===== config.mk =====
export PLATFORM = sky130hd
export DESIGN_NAME = tap_tempo_bpm_unit_flat
export DESIGN_NICKNAME = d
export VERILOG_FILES = /design/src/ttb_pkg.sv /design/src/ttb_if.sv /design/src/ttb_div.sv /design/src/ttb_ctrl.sv /design/src/ttb_dp.sv /design/src/tap_tempo_bpm_unit.sv /design/src/flat_wrapper.sv
export SDC_FILE = /design/constraint.sdc
export NUM_CORES = 1
export LEC_CHECK = 0
export ABC_AREA = 1
export ABC_CLOCK_PERIOD_IN_PS = 18600
export CAP_MARGIN = 40
export CELL_PAD_IN_SITES_DETAIL_PLACEMENT = 1
export CELL_PAD_IN_SITES_GLOBAL_PLACEMENT = 1
export CORE_ASPECT_RATIO = 0.9
export CORE_MARGIN = 2
export CORE_UTILIZATION = 53
export CTS_CLUSTER_DIAMETER = 120
export DETAILED_ROUTE_END_ITERATION = 12
export DONT_BUFFER_PORTS = 1
export PLACE_DENSITY_LB_ADDON = 0.1
export SYNTH_ARGS = -nofsm -noshare
export SYNTH_HDL_FRONTEND = slang
export SYNTH_SLANG_ARGS = --single-unit

===== constraint.sdc =====
create_clock -name clk -period 18.6 [get_ports clk]
set_clock_uncertainty 0.2 [all_clocks]
set_input_delay 2.79 -clock clk [delete_from_list [all_inputs] [get_ports clk]]
set_output_delay 2.79 -clock clk [all_outputs]
set_load 0.01 [all_outputs]

===== src/ttb_pkg.sv =====
// ----------------------------------------------------------------------------
// ttb_pkg: shared constants and types of the tap tempo unit
// Fixed-point formats, function and register codes, controller command and
// status bundles.
// ----------------------------------------------------------------------------
`default_nettype none

package ttb_pkg;

  // Fixed-point format of the tempo values
  localparam int unsigned FRAC_BITS = 4;
  localparam longint unsigned ONE_BPM = 64'd1 << FRAC_BITS;

  // Field widths
  localparam int unsigned TEMPO_W    = 13;
  localparam int unsigned BEAT_W     = 17;
  localparam int unsigned TIME_W     = 32;
  localparam int unsigned TAPS_W     = 8;
  localparam int unsigned FUNC_W     = 2;
  localparam int unsigned CFG_IDX_W  = 2;
  localparam int unsigned CFG_DATA_W = 16;
  localparam int unsigned STEP_W     = 8;

  localparam longint unsigned TEMPO_MAX = (64'd1 << TEMPO_W) - 1;
  localparam longint unsigned BEAT_MAX  = (64'd1 << BEAT_W) - 1;
  localparam longint unsigned TAPS_MAX  = (64'd1 << TAPS_W) - 1;

  // Dividend numerators: ms per minute in tempo units
  localparam longint unsigned MS_PER_MIN  = 60000;
  localparam longint unsigned BEAT_NUM    = MS_PER_MIN * ONE_BPM;
  localparam longint unsigned TAP_NUM_MAX = BEAT_NUM * TAPS_MAX;
  localparam int unsigned     TAP_NUM_W   = $clog2(TAP_NUM_MAX + 1);

  // Divider width covers 2*num + elapsed for the largest tap run
  localparam int unsigned DIV_W = $clog2(2 * TAP_NUM_MAX + (64'd1 << TIME_W));
  localparam int unsigned DIV_CNT_W = $clog2(DIV_W);

  // Step down only from 0.1 BPM upward, rounded up to whole units
  localparam longint unsigned STEP_DN_MIN = (ONE_BPM + 9) / 10;
  // Largest whole BPM that fits the tempo field
  localparam longint unsigned ROUND_MAX = (TEMPO_MAX >> FRAC_BITS) << FRAC_BITS;

  // Reset values
  localparam longint unsigned TEMPO_RAW   = 64'd123 << FRAC_BITS;
  localparam longint unsigned TEMPO_RESET = (TEMPO_RAW > TEMPO_MAX) ? TEMPO_MAX : TEMPO_RAW;
  localparam longint unsigned BEAT_RAW    = (2 * BEAT_NUM + TEMPO_RESET) / (2 * TEMPO_RESET);
  localparam longint unsigned BEAT_RESET  = (BEAT_RAW > BEAT_MAX) ? BEAT_MAX : BEAT_RAW;
  localparam longint unsigned TIMEOUT_RESET = 800;
  localparam longint unsigned MIN_GAP_RESET = 200;
  localparam longint unsigned STEP_RESET    = 8;

  // Request function codes
  localparam logic [FUNC_W-1:0] FUNC_ENC   = 2'd0;
  localparam logic [FUNC_W-1:0] FUNC_TAP   = 2'd1;
  localparam logic [FUNC_W-1:0] FUNC_SET   = 2'd2;
  localparam logic [FUNC_W-1:0] FUNC_ROUND = 2'd3;

  // Configuration register indexes
  localparam logic [CFG_IDX_W-1:0] CFG_TAP_TIMEOUT = 2'd0;
  localparam logic [CFG_IDX_W-1:0] CFG_TAP_MIN_GAP = 2'd1;
  localparam logic [CFG_IDX_W-1:0] CFG_BPM_STEP    = 2'd2;

  // Controller to datapath commands
  typedef struct packed {
    logic capture;   // latch the accepted request
    logic exec;      // apply the request to the state
    logic div_load;  // start the divider
    logic finish;    // write back the saturated quotient
    logic out_load;  // move the result into the output register
  } ttb_cmd_t;

  // Datapath to controller status
  typedef struct packed {
    logic need_div;  // request needs a division
    logic div_done;  // divider finishes at this edge
    logic out_free;  // output register can take a result
  } ttb_sts_t;

endpackage

`default_nettype wire


===== src/ttb_if.sv =====
// ----------------------------------------------------------------------------
// ttb_if: request and result channels of the tap tempo unit
// Valid/ready channels carrying the request and result payloads.
// ----------------------------------------------------------------------------
`default_nettype none

interface ttb_in_if;
  import ttb_pkg::*;

  logic              valid;
  logic              ready;
  logic [FUNC_W-1:0] func;
  logic [TIME_W-1:0] time_ms;
  logic              enc_a;
  logic              enc_b;

  modport source (output valid, output func, output time_ms, output enc_a,
                  output enc_b, input ready);
  modport sink   (input valid, input func, input time_ms, input enc_a,
                  input enc_b, output ready);
endinterface

interface ttb_out_if;
  import ttb_pkg::*;

  logic               valid;
  logic               ready;
  logic [TEMPO_W-1:0] bpm_out;
  logic [TEMPO_W-1:0] tap_bpm_out;
  logic [BEAT_W-1:0]  beat_length_ms;
  logic               bpm_changed;
  logic               tap_changed;

  modport source (output valid, output bpm_out, output tap_bpm_out,
                  output beat_length_ms, output bpm_changed, output tap_changed,
                  input ready);
  modport sink   (input valid, input bpm_out, input tap_bpm_out,
                  input beat_length_ms, input bpm_changed, input tap_changed,
                  output ready);
endinterface

`default_nettype wire


===== src/ttb_div.sv =====
// ----------------------------------------------------------------------------
// ttb_div: serial restoring divider
// One quotient bit per cycle.
// ----------------------------------------------------------------------------
`default_nettype none

module ttb_div (
  input  wire logic                       clk,
  input  wire logic                       rst_n,
  input  wire logic                       start,
  input  wire logic [ttb_pkg::DIV_W-1:0]  dividend,
  input  wire logic [ttb_pkg::DIV_W-1:0]  divisor,
  output logic                            done,
  output logic [ttb_pkg::DIV_W-1:0]       quotient
);
  import ttb_pkg::*;

  logic                 busy_r, busy_nxt;
  logic [DIV_CNT_W-1:0] cnt_r, cnt_nxt;
  logic [DIV_W-1:0]     quo_r, quo_nxt;
  logic [DIV_W-1:0]     rem_r, rem_nxt;
  logic [DIV_W-1:0]     den_r, den_nxt;
  logic [DIV_W:0]       trial;
  logic [DIV_W:0]       diff;
  logic                 qbit;

  // One restoring step: shift in the next dividend bit, try to subtract
  assign trial = {rem_r, quo_r[DIV_W-1]};
  assign diff  = trial - {1'b0, den_r};
  assign qbit  = (trial >= {1'b0, den_r});

  assign done     = busy_r && (cnt_r == '0);
  assign quotient = quo_r;

  always_comb begin
    busy_nxt = busy_r;
    cnt_nxt  = cnt_r;
    quo_nxt  = quo_r;
    rem_nxt  = rem_r;
    den_nxt  = den_r;
    if (start) begin
      busy_nxt = 1'b1;
      cnt_nxt  = DIV_CNT_W'(DIV_W - 1);
      quo_nxt  = dividend;
      rem_nxt  = '0;
      den_nxt  = divisor;
    end else if (busy_r) begin
      quo_nxt = {quo_r[DIV_W-2:0], qbit};
      rem_nxt = qbit ? diff[DIV_W-1:0] : trial[DIV_W-1:0];
      cnt_nxt = cnt_r - 1'b1;
      if (cnt_r == '0) begin
        busy_nxt = 1'b0;
      end
    end
  end

  // Control state
  always_ff @(posedge clk) begin
    if (!rst_n) begin
      busy_r <= 1'b0;
      cnt_r  <= '0;
    end else begin
      busy_r <= busy_nxt;
      cnt_r  <= cnt_nxt;
    end
  end

  // Operand registers
  always_ff @(posedge clk) begin
    quo_r <= quo_nxt;
    rem_r <= rem_nxt;
    den_r <= den_nxt;
  end

endmodule

`default_nettype wire


===== src/ttb_ctrl.sv =====
// ----------------------------------------------------------------------------
// ttb_ctrl: request sequencer of the tap tempo unit
// Steps each request through execute, divide and write back when needed, and output.
// ----------------------------------------------------------------------------
`default_nettype none

module ttb_ctrl (
  input  wire logic              clk,
  input  wire logic              rst_n,
  input  wire logic              in_valid,
  output logic                   in_ready,
  output ttb_pkg::ttb_cmd_t      cmd,
  input  wire ttb_pkg::ttb_sts_t sts
);
  import ttb_pkg::*;

  typedef enum logic [5:0] {
    S_IDLE = 6'b000001,
    S_EXEC = 6'b000010,
    S_LOAD = 6'b000100,
    S_DIV  = 6'b001000,
    S_FIN  = 6'b010000,
    S_OUT  = 6'b100000
  } state_t;

  state_t state_r, state_nxt;

  // Next state
  always_comb begin
    state_nxt = state_r;
    case (state_r)
      S_IDLE: begin
        if (in_valid) state_nxt = S_EXEC;
      end
      S_EXEC: begin
        state_nxt = sts.need_div ? S_LOAD : S_OUT;
      end
      S_LOAD: begin
        state_nxt = S_DIV;
      end
      S_DIV: begin
        if (sts.div_done) state_nxt = S_FIN;
      end
      S_FIN: begin
        state_nxt = S_OUT;
      end
      S_OUT: begin
        if (sts.out_free) state_nxt = S_IDLE;
      end
      default: begin
        state_nxt = S_IDLE;
      end
    endcase
  end

  always_ff @(posedge clk) begin
    if (!rst_n) begin
      state_r <= S_IDLE;
    end else begin
      state_r <= state_nxt;
    end
  end

  // Commands
  assign in_ready     = (state_r == S_IDLE);
  assign cmd.capture  = (state_r == S_IDLE) && in_valid;
  assign cmd.exec     = (state_r == S_EXEC);
  assign cmd.div_load = (state_r == S_LOAD);
  assign cmd.finish   = (state_r == S_FIN);
  assign cmd.out_load = (state_r == S_OUT) && sts.out_free;

endmodule

`default_nettype wire


===== src/ttb_dp.sv =====
// ----------------------------------------------------------------------------
// ttb_dp: datapath of the tap tempo unit
// Tempo and tap state, configuration registers, operand setup for the
// shared divider, saturation and the output register.
// ----------------------------------------------------------------------------
`default_nettype none

module ttb_dp (
  input  wire logic                            clk,
  input  wire logic                            rst_n,
  // configuration
  input  wire logic                            cfg_we,
  input  wire logic [ttb_pkg::CFG_IDX_W-1:0]   cfg_idx,
  input  wire logic [ttb_pkg::CFG_DATA_W-1:0]  cfg_wdata,
  // request payload
  input  wire logic [ttb_pkg::FUNC_W-1:0]      in_func,
  input  wire logic [ttb_pkg::TIME_W-1:0]      in_time_ms,
  input  wire logic                            in_enc_a,
  input  wire logic                            in_enc_b,
  // result
  output logic                                 out_valid,
  input  wire logic                            out_ready,
  output logic [ttb_pkg::TEMPO_W-1:0]          out_bpm,
  output logic [ttb_pkg::TEMPO_W-1:0]          out_tap_bpm,
  output logic [ttb_pkg::BEAT_W-1:0]           out_beat_length,
  output logic                                 out_bpm_changed,
  output logic                                 out_tap_changed,
  // controller link
  input  wire ttb_pkg::ttb_cmd_t               cmd,
  output ttb_pkg::ttb_sts_t                    sts
);
  import ttb_pkg::*;

  // configuration registers
  logic [CFG_DATA_W-1:0] timeout_r;
  logic [CFG_DATA_W-1:0] min_gap_r;
  logic [STEP_W-1:0]     step_r;

  // latched request
  logic [FUNC_W-1:0] op_func_r;
  logic [TIME_W-1:0] op_time_r;
  logic              op_a_r;
  logic              op_b_r;

  // tempo state
  logic [TEMPO_W-1:0] tempo_r;
  logic [TEMPO_W-1:0] tap_r;
  logic [BEAT_W-1:0]  beat_r;
  logic               prev_a_r;
  logic               have_r;
  logic [TIME_W-1:0]  first_r;
  logic [TIME_W-1:0]  last_r;
  logic [TAPS_W-1:0]  taps_r;
  logic               bpm_chg_r;
  logic               tap_chg_r;

  // divider operands
  logic                 kind_tap_r;
  logic [TAP_NUM_W-1:0] prod_r;
  logic [TIME_W-1:0]    elapsed_r;

  // output register
  logic               out_valid_r;
  logic [TEMPO_W-1:0] out_bpm_r;
  logic [TEMPO_W-1:0] out_tap_r;
  logic [BEAT_W-1:0]  out_beat_r;
  logic               out_bchg_r;
  logic               out_tchg_r;

  // execute-stage logic
  logic [TIME_W-1:0]    gap;
  logic                 timed_out;
  logic                 have_eff;
  logic [TAPS_W-1:0]    taps_eff;
  logic [TAPS_W-1:0]    taps_inc;
  logic                 tap_est;
  logic                 enc_rise;
  logic [TEMPO_W-1:0]   tempo_dn;
  logic [TEMPO_W:0]     tempo_sum;
  logic [TEMPO_W-1:0]   tempo_up;
  logic [TEMPO_W-1:0]   tempo_step;
  logic [TEMPO_W:0]     rnd_sum;
  logic [TEMPO_W:0]     rnd_val;
  logic [TEMPO_W-1:0]   tap_rnd;

  // divider link
  logic [DIV_W-1:0] div_dividend;
  logic [DIV_W-1:0] div_divisor;
  logic             div_done;
  logic [DIV_W-1:0] div_quo;

  // Tap run bookkeeping
  assign gap       = op_time_r - last_r;
  assign timed_out = gap > TIME_W'(timeout_r);
  assign have_eff  = have_r && !timed_out;
  assign taps_eff  = timed_out ? '0 : taps_r;
  assign taps_inc  = (taps_eff == TAPS_W'(TAPS_MAX)) ? taps_eff : taps_eff + 1'b1;
  assign tap_est   = have_eff && (gap > TIME_W'(min_gap_r));

  // Encoder step, saturating both ways
  assign enc_rise  = !prev_a_r && op_a_r;
  assign tempo_dn  = (tempo_r < TEMPO_W'(STEP_DN_MIN)) ? tempo_r :
                     (tempo_r > TEMPO_W'(step_r)) ? tempo_r - TEMPO_W'(step_r) : '0;
  assign tempo_sum = {1'b0, tempo_r} + (TEMPO_W+1)'(step_r);
  assign tempo_up  = (tempo_sum > (TEMPO_W+1)'(TEMPO_MAX)) ? TEMPO_W'(TEMPO_MAX)
                                                           : tempo_sum[TEMPO_W-1:0];
  assign tempo_step = op_b_r ? tempo_dn : tempo_up;

  // Round tap estimate to whole BPM, half up
  assign rnd_sum = {1'b0, tap_r} + (TEMPO_W+1)'(ONE_BPM / 2);
  assign rnd_val = {rnd_sum[TEMPO_W:FRAC_BITS], FRAC_BITS'(0)};
  assign tap_rnd = (rnd_val > (TEMPO_W+1)'(TEMPO_MAX)) ? TEMPO_W'(ROUND_MAX)
                                                       : rnd_val[TEMPO_W-1:0];

  assign sts.need_div = ((op_func_r == FUNC_ENC) && enc_rise) ||
                        (op_func_r == FUNC_SET) ||
                        ((op_func_r == FUNC_TAP) && tap_est);
  assign sts.div_done = div_done;
  assign sts.out_free = !out_valid_r || out_ready;

  // Configuration writes; other indexes are dropped
  always_ff @(posedge clk) begin
    if (!rst_n) begin
      timeout_r <= CFG_DATA_W'(TIMEOUT_RESET);
      min_gap_r <= CFG_DATA_W'(MIN_GAP_RESET);
      step_r    <= STEP_W'(STEP_RESET);
    end else if (cfg_we) begin
      case (cfg_idx)
        CFG_TAP_TIMEOUT: timeout_r <= cfg_wdata;
        CFG_TAP_MIN_GAP: min_gap_r <= cfg_wdata;
        CFG_BPM_STEP:    step_r    <= cfg_wdata[STEP_W-1:0];
        default: begin
        end
      endcase
    end
  end

  // Request latch
  always_ff @(posedge clk) begin
    if (cmd.capture) begin
      op_func_r <= in_func;
      op_time_r <= in_time_ms;
      op_a_r    <= in_enc_a;
      op_b_r    <= in_enc_b;
    end
  end

  // Divider operands: tap (2*num + e) / 2e, beat (2*num + q) / 2q
  always_comb begin
    if (kind_tap_r) begin
      div_dividend = DIV_W'({prod_r, 1'b0}) + DIV_W'(elapsed_r);
      div_divisor  = DIV_W'({elapsed_r, 1'b0});
    end else begin
      div_dividend = DIV_W'(2 * BEAT_NUM) + DIV_W'(tempo_r);
      div_divisor  = DIV_W'({tempo_r, 1'b0});
    end
  end

  ttb_div u_div (
    .clk      (clk),
    .rst_n    (rst_n),
    .start    (cmd.div_load),
    .dividend (div_dividend),
    .divisor  (div_divisor),
    .done     (div_done),
    .quotient (div_quo)
  );

  // Operand products for a tap estimate
  always_ff @(posedge clk) begin
    if (cmd.exec) begin
      prod_r    <= TAP_NUM_W'(BEAT_NUM) * TAP_NUM_W'(taps_inc);
      elapsed_r <= op_time_r - first_r;
    end
  end

  // Tempo state update and write back
  always_ff @(posedge clk) begin
    if (!rst_n) begin
      tempo_r    <= TEMPO_W'(TEMPO_RESET);
      tap_r      <= '0;
      beat_r     <= BEAT_W'(BEAT_RESET);
      prev_a_r   <= 1'b1;
      have_r     <= 1'b0;
      first_r    <= '0;
      last_r     <= '0;
      taps_r     <= '0;
      bpm_chg_r  <= 1'b0;
      tap_chg_r  <= 1'b0;
      kind_tap_r <= 1'b0;
    end else if (cmd.exec) begin
      bpm_chg_r <= 1'b0;
      tap_chg_r <= 1'b0;
      case (op_func_r)
        FUNC_ENC: begin
          prev_a_r <= op_a_r;
          if (enc_rise) begin
            tempo_r    <= tempo_step;
            bpm_chg_r  <= 1'b1;
            kind_tap_r <= 1'b0;
          end
        end
        FUNC_TAP: begin
          last_r <= op_time_r;
          have_r <= 1'b1;
          if (!have_eff) begin
            first_r <= op_time_r;
            taps_r  <= taps_eff;
          end else if (tap_est) begin
            taps_r     <= taps_inc;
            tap_chg_r  <= 1'b1;
            kind_tap_r <= 1'b1;
          end
        end
        FUNC_SET: begin
          tempo_r    <= tap_r;
          bpm_chg_r  <= 1'b1;
          kind_tap_r <= 1'b0;
        end
        FUNC_ROUND: begin
          tap_r     <= tap_rnd;
          tap_chg_r <= 1'b1;
        end
        default: begin
        end
      endcase
    end else if (cmd.finish) begin
      // saturate the quotient to its field
      if (kind_tap_r) begin
        tap_r <= (div_quo > DIV_W'(TEMPO_MAX)) ? TEMPO_W'(TEMPO_MAX)
                                               : div_quo[TEMPO_W-1:0];
      end else begin
        beat_r <= (div_quo > DIV_W'(BEAT_MAX)) ? BEAT_W'(BEAT_MAX)
                                               : div_quo[BEAT_W-1:0];
      end
    end
  end

  // Output register
  always_ff @(posedge clk) begin
    if (!rst_n) begin
      out_valid_r <= 1'b0;
    end else if (cmd.out_load) begin
      out_valid_r <= 1'b1;
    end else if (out_ready) begin
      out_valid_r <= 1'b0;
    end
  end

  always_ff @(posedge clk) begin
    if (cmd.out_load) begin
      out_bpm_r  <= tempo_r;
      out_tap_r  <= tap_r;
      out_beat_r <= beat_r;
      out_bchg_r <= bpm_chg_r;
      out_tchg_r <= tap_chg_r;
    end
  end

  assign out_valid       = out_valid_r;
  assign out_bpm         = out_bpm_r;
  assign out_tap_bpm     = out_tap_r;
  assign out_beat_length = out_beat_r;
  assign out_bpm_changed = out_bchg_r;
  assign out_tap_changed = out_tchg_r;

endmodule

`default_nettype wire


===== src/tap_tempo_bpm_unit.sv =====
// Flow: a request runs through execute and output; a division (set, encoder
//   rising edge, tap estimate) adds divider load, divide and write back between.
// Requests: one at a time; a new one is taken once the last result has moved into
//   the output register. The serial divider makes one quotient bit per cycle.
// Reset: synchronous, active low; tempo 123 BPM, beat 488 ms, tap state cleared.
// ----------------------------------------------------------------------------
// tap_tempo_bpm_unit: tempo unit with tap tempo estimation
// Encoder stepping, tap estimation, set and round requests; one result per
// request with tempo, tap estimate and beat length.
// ----------------------------------------------------------------------------
`default_nettype none

module tap_tempo_bpm_unit (
  input  wire logic                            clk,
  input  wire logic                            rst_n,
  input  wire logic                            cfg_we,
  input  wire logic [ttb_pkg::CFG_IDX_W-1:0]   cfg_idx,
  input  wire logic [ttb_pkg::CFG_DATA_W-1:0]  cfg_wdata,
  ttb_in_if.sink                               in_ch,
  ttb_out_if.source                            out_ch
);
  import ttb_pkg::*;

  ttb_cmd_t cmd;
  ttb_sts_t sts;
  logic     in_ready;

  assign in_ch.ready = in_ready;

  ttb_ctrl u_ctrl (
    .clk      (clk),
    .rst_n    (rst_n),
    .in_valid (in_ch.valid),
    .in_ready (in_ready),
    .cmd      (cmd),
    .sts      (sts)
  );

  ttb_dp u_dp (
    .clk             (clk),
    .rst_n           (rst_n),
    .cfg_we          (cfg_we),
    .cfg_idx         (cfg_idx),
    .cfg_wdata       (cfg_wdata),
    .in_func         (in_ch.func),
    .in_time_ms      (in_ch.time_ms),
    .in_enc_a        (in_ch.enc_a),
    .in_enc_b        (in_ch.enc_b),
    .out_valid       (out_ch.valid),
    .out_ready       (out_ch.ready),
    .out_bpm         (out_ch.bpm_out),
    .out_tap_bpm     (out_ch.tap_bpm_out),
    .out_beat_length (out_ch.beat_length_ms),
    .out_bpm_changed (out_ch.bpm_changed),
    .out_tap_changed (out_ch.tap_changed),
    .cmd             (cmd),
    .sts             (sts)
  );

endmodule

`default_nettype wire


===== src/flat_wrapper.sv =====
// flat-port wrapper written by rule: the top's interface ports become plain ports
module tap_tempo_bpm_unit_flat import ttb_pkg::*;
  (clk, rst_n, cfg_we, cfg_idx, cfg_wdata, in_ch_valid, in_ch_func, in_ch_time_ms, in_ch_enc_a, in_ch_enc_b, in_ch_ready, out_ch_valid, out_ch_bpm_out, out_ch_tap_bpm_out, out_ch_beat_length_ms, out_ch_bpm_changed, out_ch_tap_changed, out_ch_ready);
  ttb_in_if in_ch_i ();
  ttb_out_if out_ch_i ();
  input  wire logic clk;
  input  wire logic rst_n;
  input  wire logic cfg_we;
  input  wire logic [ttb_pkg::CFG_IDX_W-1:0] cfg_idx;
  input  wire logic [ttb_pkg::CFG_DATA_W-1:0] cfg_wdata;
  input wire logic [$bits(in_ch_i.valid)-1:0] in_ch_valid;
  input wire logic [$bits(in_ch_i.func)-1:0] in_ch_func;
  input wire logic [$bits(in_ch_i.time_ms)-1:0] in_ch_time_ms;
  input wire logic [$bits(in_ch_i.enc_a)-1:0] in_ch_enc_a;
  input wire logic [$bits(in_ch_i.enc_b)-1:0] in_ch_enc_b;
  output wire logic [$bits(in_ch_i.ready)-1:0] in_ch_ready;
  output wire logic [$bits(out_ch_i.valid)-1:0] out_ch_valid;
  output wire logic [$bits(out_ch_i.bpm_out)-1:0] out_ch_bpm_out;
  output wire logic [$bits(out_ch_i.tap_bpm_out)-1:0] out_ch_tap_bpm_out;
  output wire logic [$bits(out_ch_i.beat_length_ms)-1:0] out_ch_beat_length_ms;
  output wire logic [$bits(out_ch_i.bpm_changed)-1:0] out_ch_bpm_changed;
  output wire logic [$bits(out_ch_i.tap_changed)-1:0] out_ch_tap_changed;
  input wire logic [$bits(out_ch_i.ready)-1:0] out_ch_ready;
  assign in_ch_i.valid = in_ch_valid;
  assign in_ch_i.func = in_ch_func;
  assign in_ch_i.time_ms = in_ch_time_ms;
  assign in_ch_i.enc_a = in_ch_enc_a;
  assign in_ch_i.enc_b = in_ch_enc_b;
  assign in_ch_ready = in_ch_i.ready;
  assign out_ch_valid = out_ch_i.valid;
  assign out_ch_bpm_out = out_ch_i.bpm_out;
  assign out_ch_tap_bpm_out = out_ch_i.tap_bpm_out;
  assign out_ch_beat_length_ms = out_ch_i.beat_length_ms;
  assign out_ch_bpm_changed = out_ch_i.bpm_changed;
  assign out_ch_tap_changed = out_ch_i.tap_changed;
  assign out_ch_i.ready = out_ch_ready;
  tap_tempo_bpm_unit u_core (.clk(clk), .rst_n(rst_n), .cfg_we(cfg_we), .cfg_idx(cfg_idx), .cfg_wdata(cfg_wdata), .in_ch(in_ch_i), .out_ch(out_ch_i));
endmodule

==> impl_metrics.json <==
{
  "max_cap_viol_count": 0,
  "yosysSeqAreaShare": 0.4039,
  "crit_buf_inv": 7,
  "cts_root_buf": "clkbuf_16",
  "clk_latency_ns": 0.59,
  "outcome": "completed",
  "p_per_area_nw_per_um2": 80.86,
  "slowest_stage": "fa_1",
  "finalHoldViolCount": 0,
  "numCtsBuffers": 44,
  "required_ns": 18.71,
  "layout_common_cells": "nand2_1, inv_1, a21oi_1",
  "finalCriticalPeriod_ns": 9.364,
  "synth_cell_types": 65,
  "maxSlewHeadroom": 0.4075,
  "cts_sinks": 404,
  "routed_via_density": 5.640,
  "netlist_area_um2": 24910,
  "worst_pin_slew_ns": 0.8820,
  "utilization": 0.5814,
  "drt-initial-drc-count": 1202,
  "die_height_um": 209.7,
  "postCtsResizedCells": 0,
  "antenna_found_initial": 5,
  "num_io_pins": 106,
  "ant_nets": 0,
  "p_leak_nw": 11.98,
  "ys.flop_type": "dfxtp_1",
  "yosys_warnings": 0,
  "drive_gt1_frac": 0.04763,
  "ys_ff_latch": 404,
  "grt_first_pass_wirelength_um": 119700,
  "cts.clk_slew.worst_paths_ns": 0.06,
  "firstDrtPassIters": 5,
  "grt_usage": 0.3073,
  "cts_max_level": 2,
  "finalMaxSlewViolations": 0,
  "cts_setup_buffers": 0,
  "hp-class": "flip-flop to flip-flop",
  "crit_fanout": 9,
  "final.setup.tns_ns": 0,
  "worstSetupStartpointType": "flip-flop",
  "drt_wl_total_um": 74320,
  "syn_to_final_growth_pct": 8.656,
  "synthArstFlopShare": 0,
  "synth_cells": 3124,
  "critical-path-max-stage-delay_ns": 0.49,
  "hpwlAfterDp_um": 57070,
  "fillerInstances": 5758,
  "core_region_area_um2": 46540,
  "period_share": 0.5034,
  "routedWlPerCell_um": 19.71,
  "cts_hold_buf": 0,
  "grt_setup_unrepaired": "false",
  "endpoint_kind": "flip-flop",
  "worstSetupPathType": "flip-flop to flip-flop",
  "cts_tree": "built",
  "die_w_um": 232.5,
  "synth-edff-count": 197,
  "fin_nets": 3415,
  "place.gp.congestion": 0.9033,
  "setup_violations": 0,
  "numPortBuffers": 0,
  "grt_max_degree": 139,
  "avgSynthCellArea_um2": 7.972,
  "drc_errors": 0,
  "syn_nets": 3425,
  "vias": 21262,
  "grt-ovfl-total": 0,
  "irDropWorstVdd_v": 0.0001068,
  "die_area_um2": 48740,
  "grt_pass1_vias": 22559,
  "fmax_mhz": 106.8,
  "path_delay_family": "simple AND/OR/NAND/NOR gates",
  "num_rows": 75,
  "arrival_ns": 9.48,
  "clockBufferDepth": 3,
  "cp_common_cell": "nand2_1",
  "layout_commonest_cell": "nand2_1",
  "initial_core_util": 0.5351
}
path summary, 6_finish.rpt:
kind | startpoint | endpoint | slack [ns] | depth (start not counted)
setup / recovery | u_core.u_dp.op_time_r[6]$_DFFE_PP_ | u_core.u_dp.prod_r[26]$_DFFE_PP_ | 9.24 | 51
hold / removal | u_core.u_dp.beat_r[8]$_SDFFE_PN1P_ | u_core.u_dp.out_beat_length[8]$_DFFE_PP_ | 0.23 | 0
setup reg to reg | u_core.u_dp.op_time_r[6]$_DFFE_PP_ | u_core.u_dp.prod_r[26]$_DFFE_PP_ | 9.24 | 51
hold reg to reg | u_core.u_dp.beat_r[8]$_SDFFE_PN1P_ | u_core.u_dp.out_beat_length[8]$_DFFE_PP_ | 0.23 | 0
flip-flops by register name (all words and copies together), names as in the netlist, 8 cells and up:
| signal | flops |
|---|---|
| u_core.u_dp.tempo_r | 13 |
| u_core.u_dp.out_tap_bpm | 13 |
| u_core.u_dp.timeout_r | 16 |
| u_core.u_dp.last_r | 32 |
| u_core.u_dp.out_bpm | 13 |
| u_core.u_dp.op_time_r | 32 |
| u_core.u_dp.step_r | 8 |
| u_core.u_dp.first_r | 32 |
| u_core.u_dp.out_beat_length | 17 |
| u_core.u_dp.u_div.den_r | 32 |
| u_core.u_dp.u_div.rem_r | 33 |
| u_core.u_dp.taps_r | 8 |
| u_core.u_dp.prod_r | 19 |
| u_core.u_dp.elapsed_r | 32 |
| u_core.u_dp.beat_r | 17 |
| u_core.u_dp.u_div.quotient | 33 |
| u_core.u_dp.tap_r | 13 |
| u_core.u_dp.min_gap_r | 16 |
final cells by class:
cell class / count / area (um2) / share of cell area
timing repair buffer: 17 / 180.2 / 0.006658
clock inverter: 17 / 203.9 / 0.007537
inverter: 504 / 1899 / 0.07019
sequential: 404 / 10060 / 0.3717
tap: 616 / 770.7 / 0.02848
clock buffer: 64 / 1265 / 0.04674
antenna: 5 / 12.51 / 0.0004624
multi-input combinational: 2143 / 12670 / 0.4682
metrics by stage:
step	power (mW)	setup slack (ns)	cell area, um2	std cells	hold WS, ns
2_1_floorplan	1.214	10.70	24910	3124	0.2030
3_3_place_gp	1.282	9.842	25500	3680	0.2159
3_5_place_dp	1.300	9.413	25580	3684	0.2227
4_1_cts	2.201	9.322	27050	3765	0.2321
5_1_grt	2.276	8.489	27050	3767	0.2485
6_report	2.188	9.236	27060	3770	0.2334
logic make-up after synthesis:
| logic type | after synthesis | synth area share |
|---|---|---|
| flops | 404 | 0.4039 |
| compound gates | 719 | 0.1565 |
| buf+inv | 577 | 0.08887 |
| fa+ha+maj | 242 | 0.1294 |
| simple gates | 1070 | 0.1819 |
| xor+xnor | 112 | 0.03939 |
power by group:
| group | total (mW) | leakage [nW] | internal [mW] | switching [mW] |
|---|---|---|---|---|
| Sequential | 0.981 | 3.44 | 0.959 | 0.0225 |
| Clock | 0.901 | 0.721 | 0.529 | 0.372 |
| Combinational | 0.306 | 7.82 | 0.106 | 0.201 |
| Total | 2.19 | 12.0 | 1.59 | 0.595 |
layer usage:
layer,vias up,part of all wire,global-route usage
met2,409,0.49,0.5361
met4,2,0.026,0.08544
li1,10366,-,-
met3,124,0.040,0.04783
met1,10361,0.45,0.3944
met5,-,0.00017,0
synthesized netlist by cell type (6+ instances only):
master	n	area, um2
a31oi_1	21	131.4
o211ai_1	23	172.7
inv_2	13	48.80
nor2_1	189	709.4
clkbuf_1	59	221.5
a21oi_1	319	1597
o21a_1	6	45.04
nor3_1	26	130.1
a21o_1	11	82.58
ha_1	216	2703
buf_2	8	40.04
inv_1	486	1824
nand3_1	111	555.5
xnor2_1	33	289.0
nand2_1	653	2451
edfxtp_1	197	5916
fa_1	26	520.5
dfxtp_1	207	4144
nand2_2	13	81.33
o21ai_1	29	145.1
o22ai_1	13	81.33
o21bai_1	13	97.59
and2_1	7	43.79
nand4_1	23	143.9
xor2_1	79	691.9
nor4_1	12	75.07
o21ai_0	247	1236
Note: power is estimated with default switching activity, not from simulation.
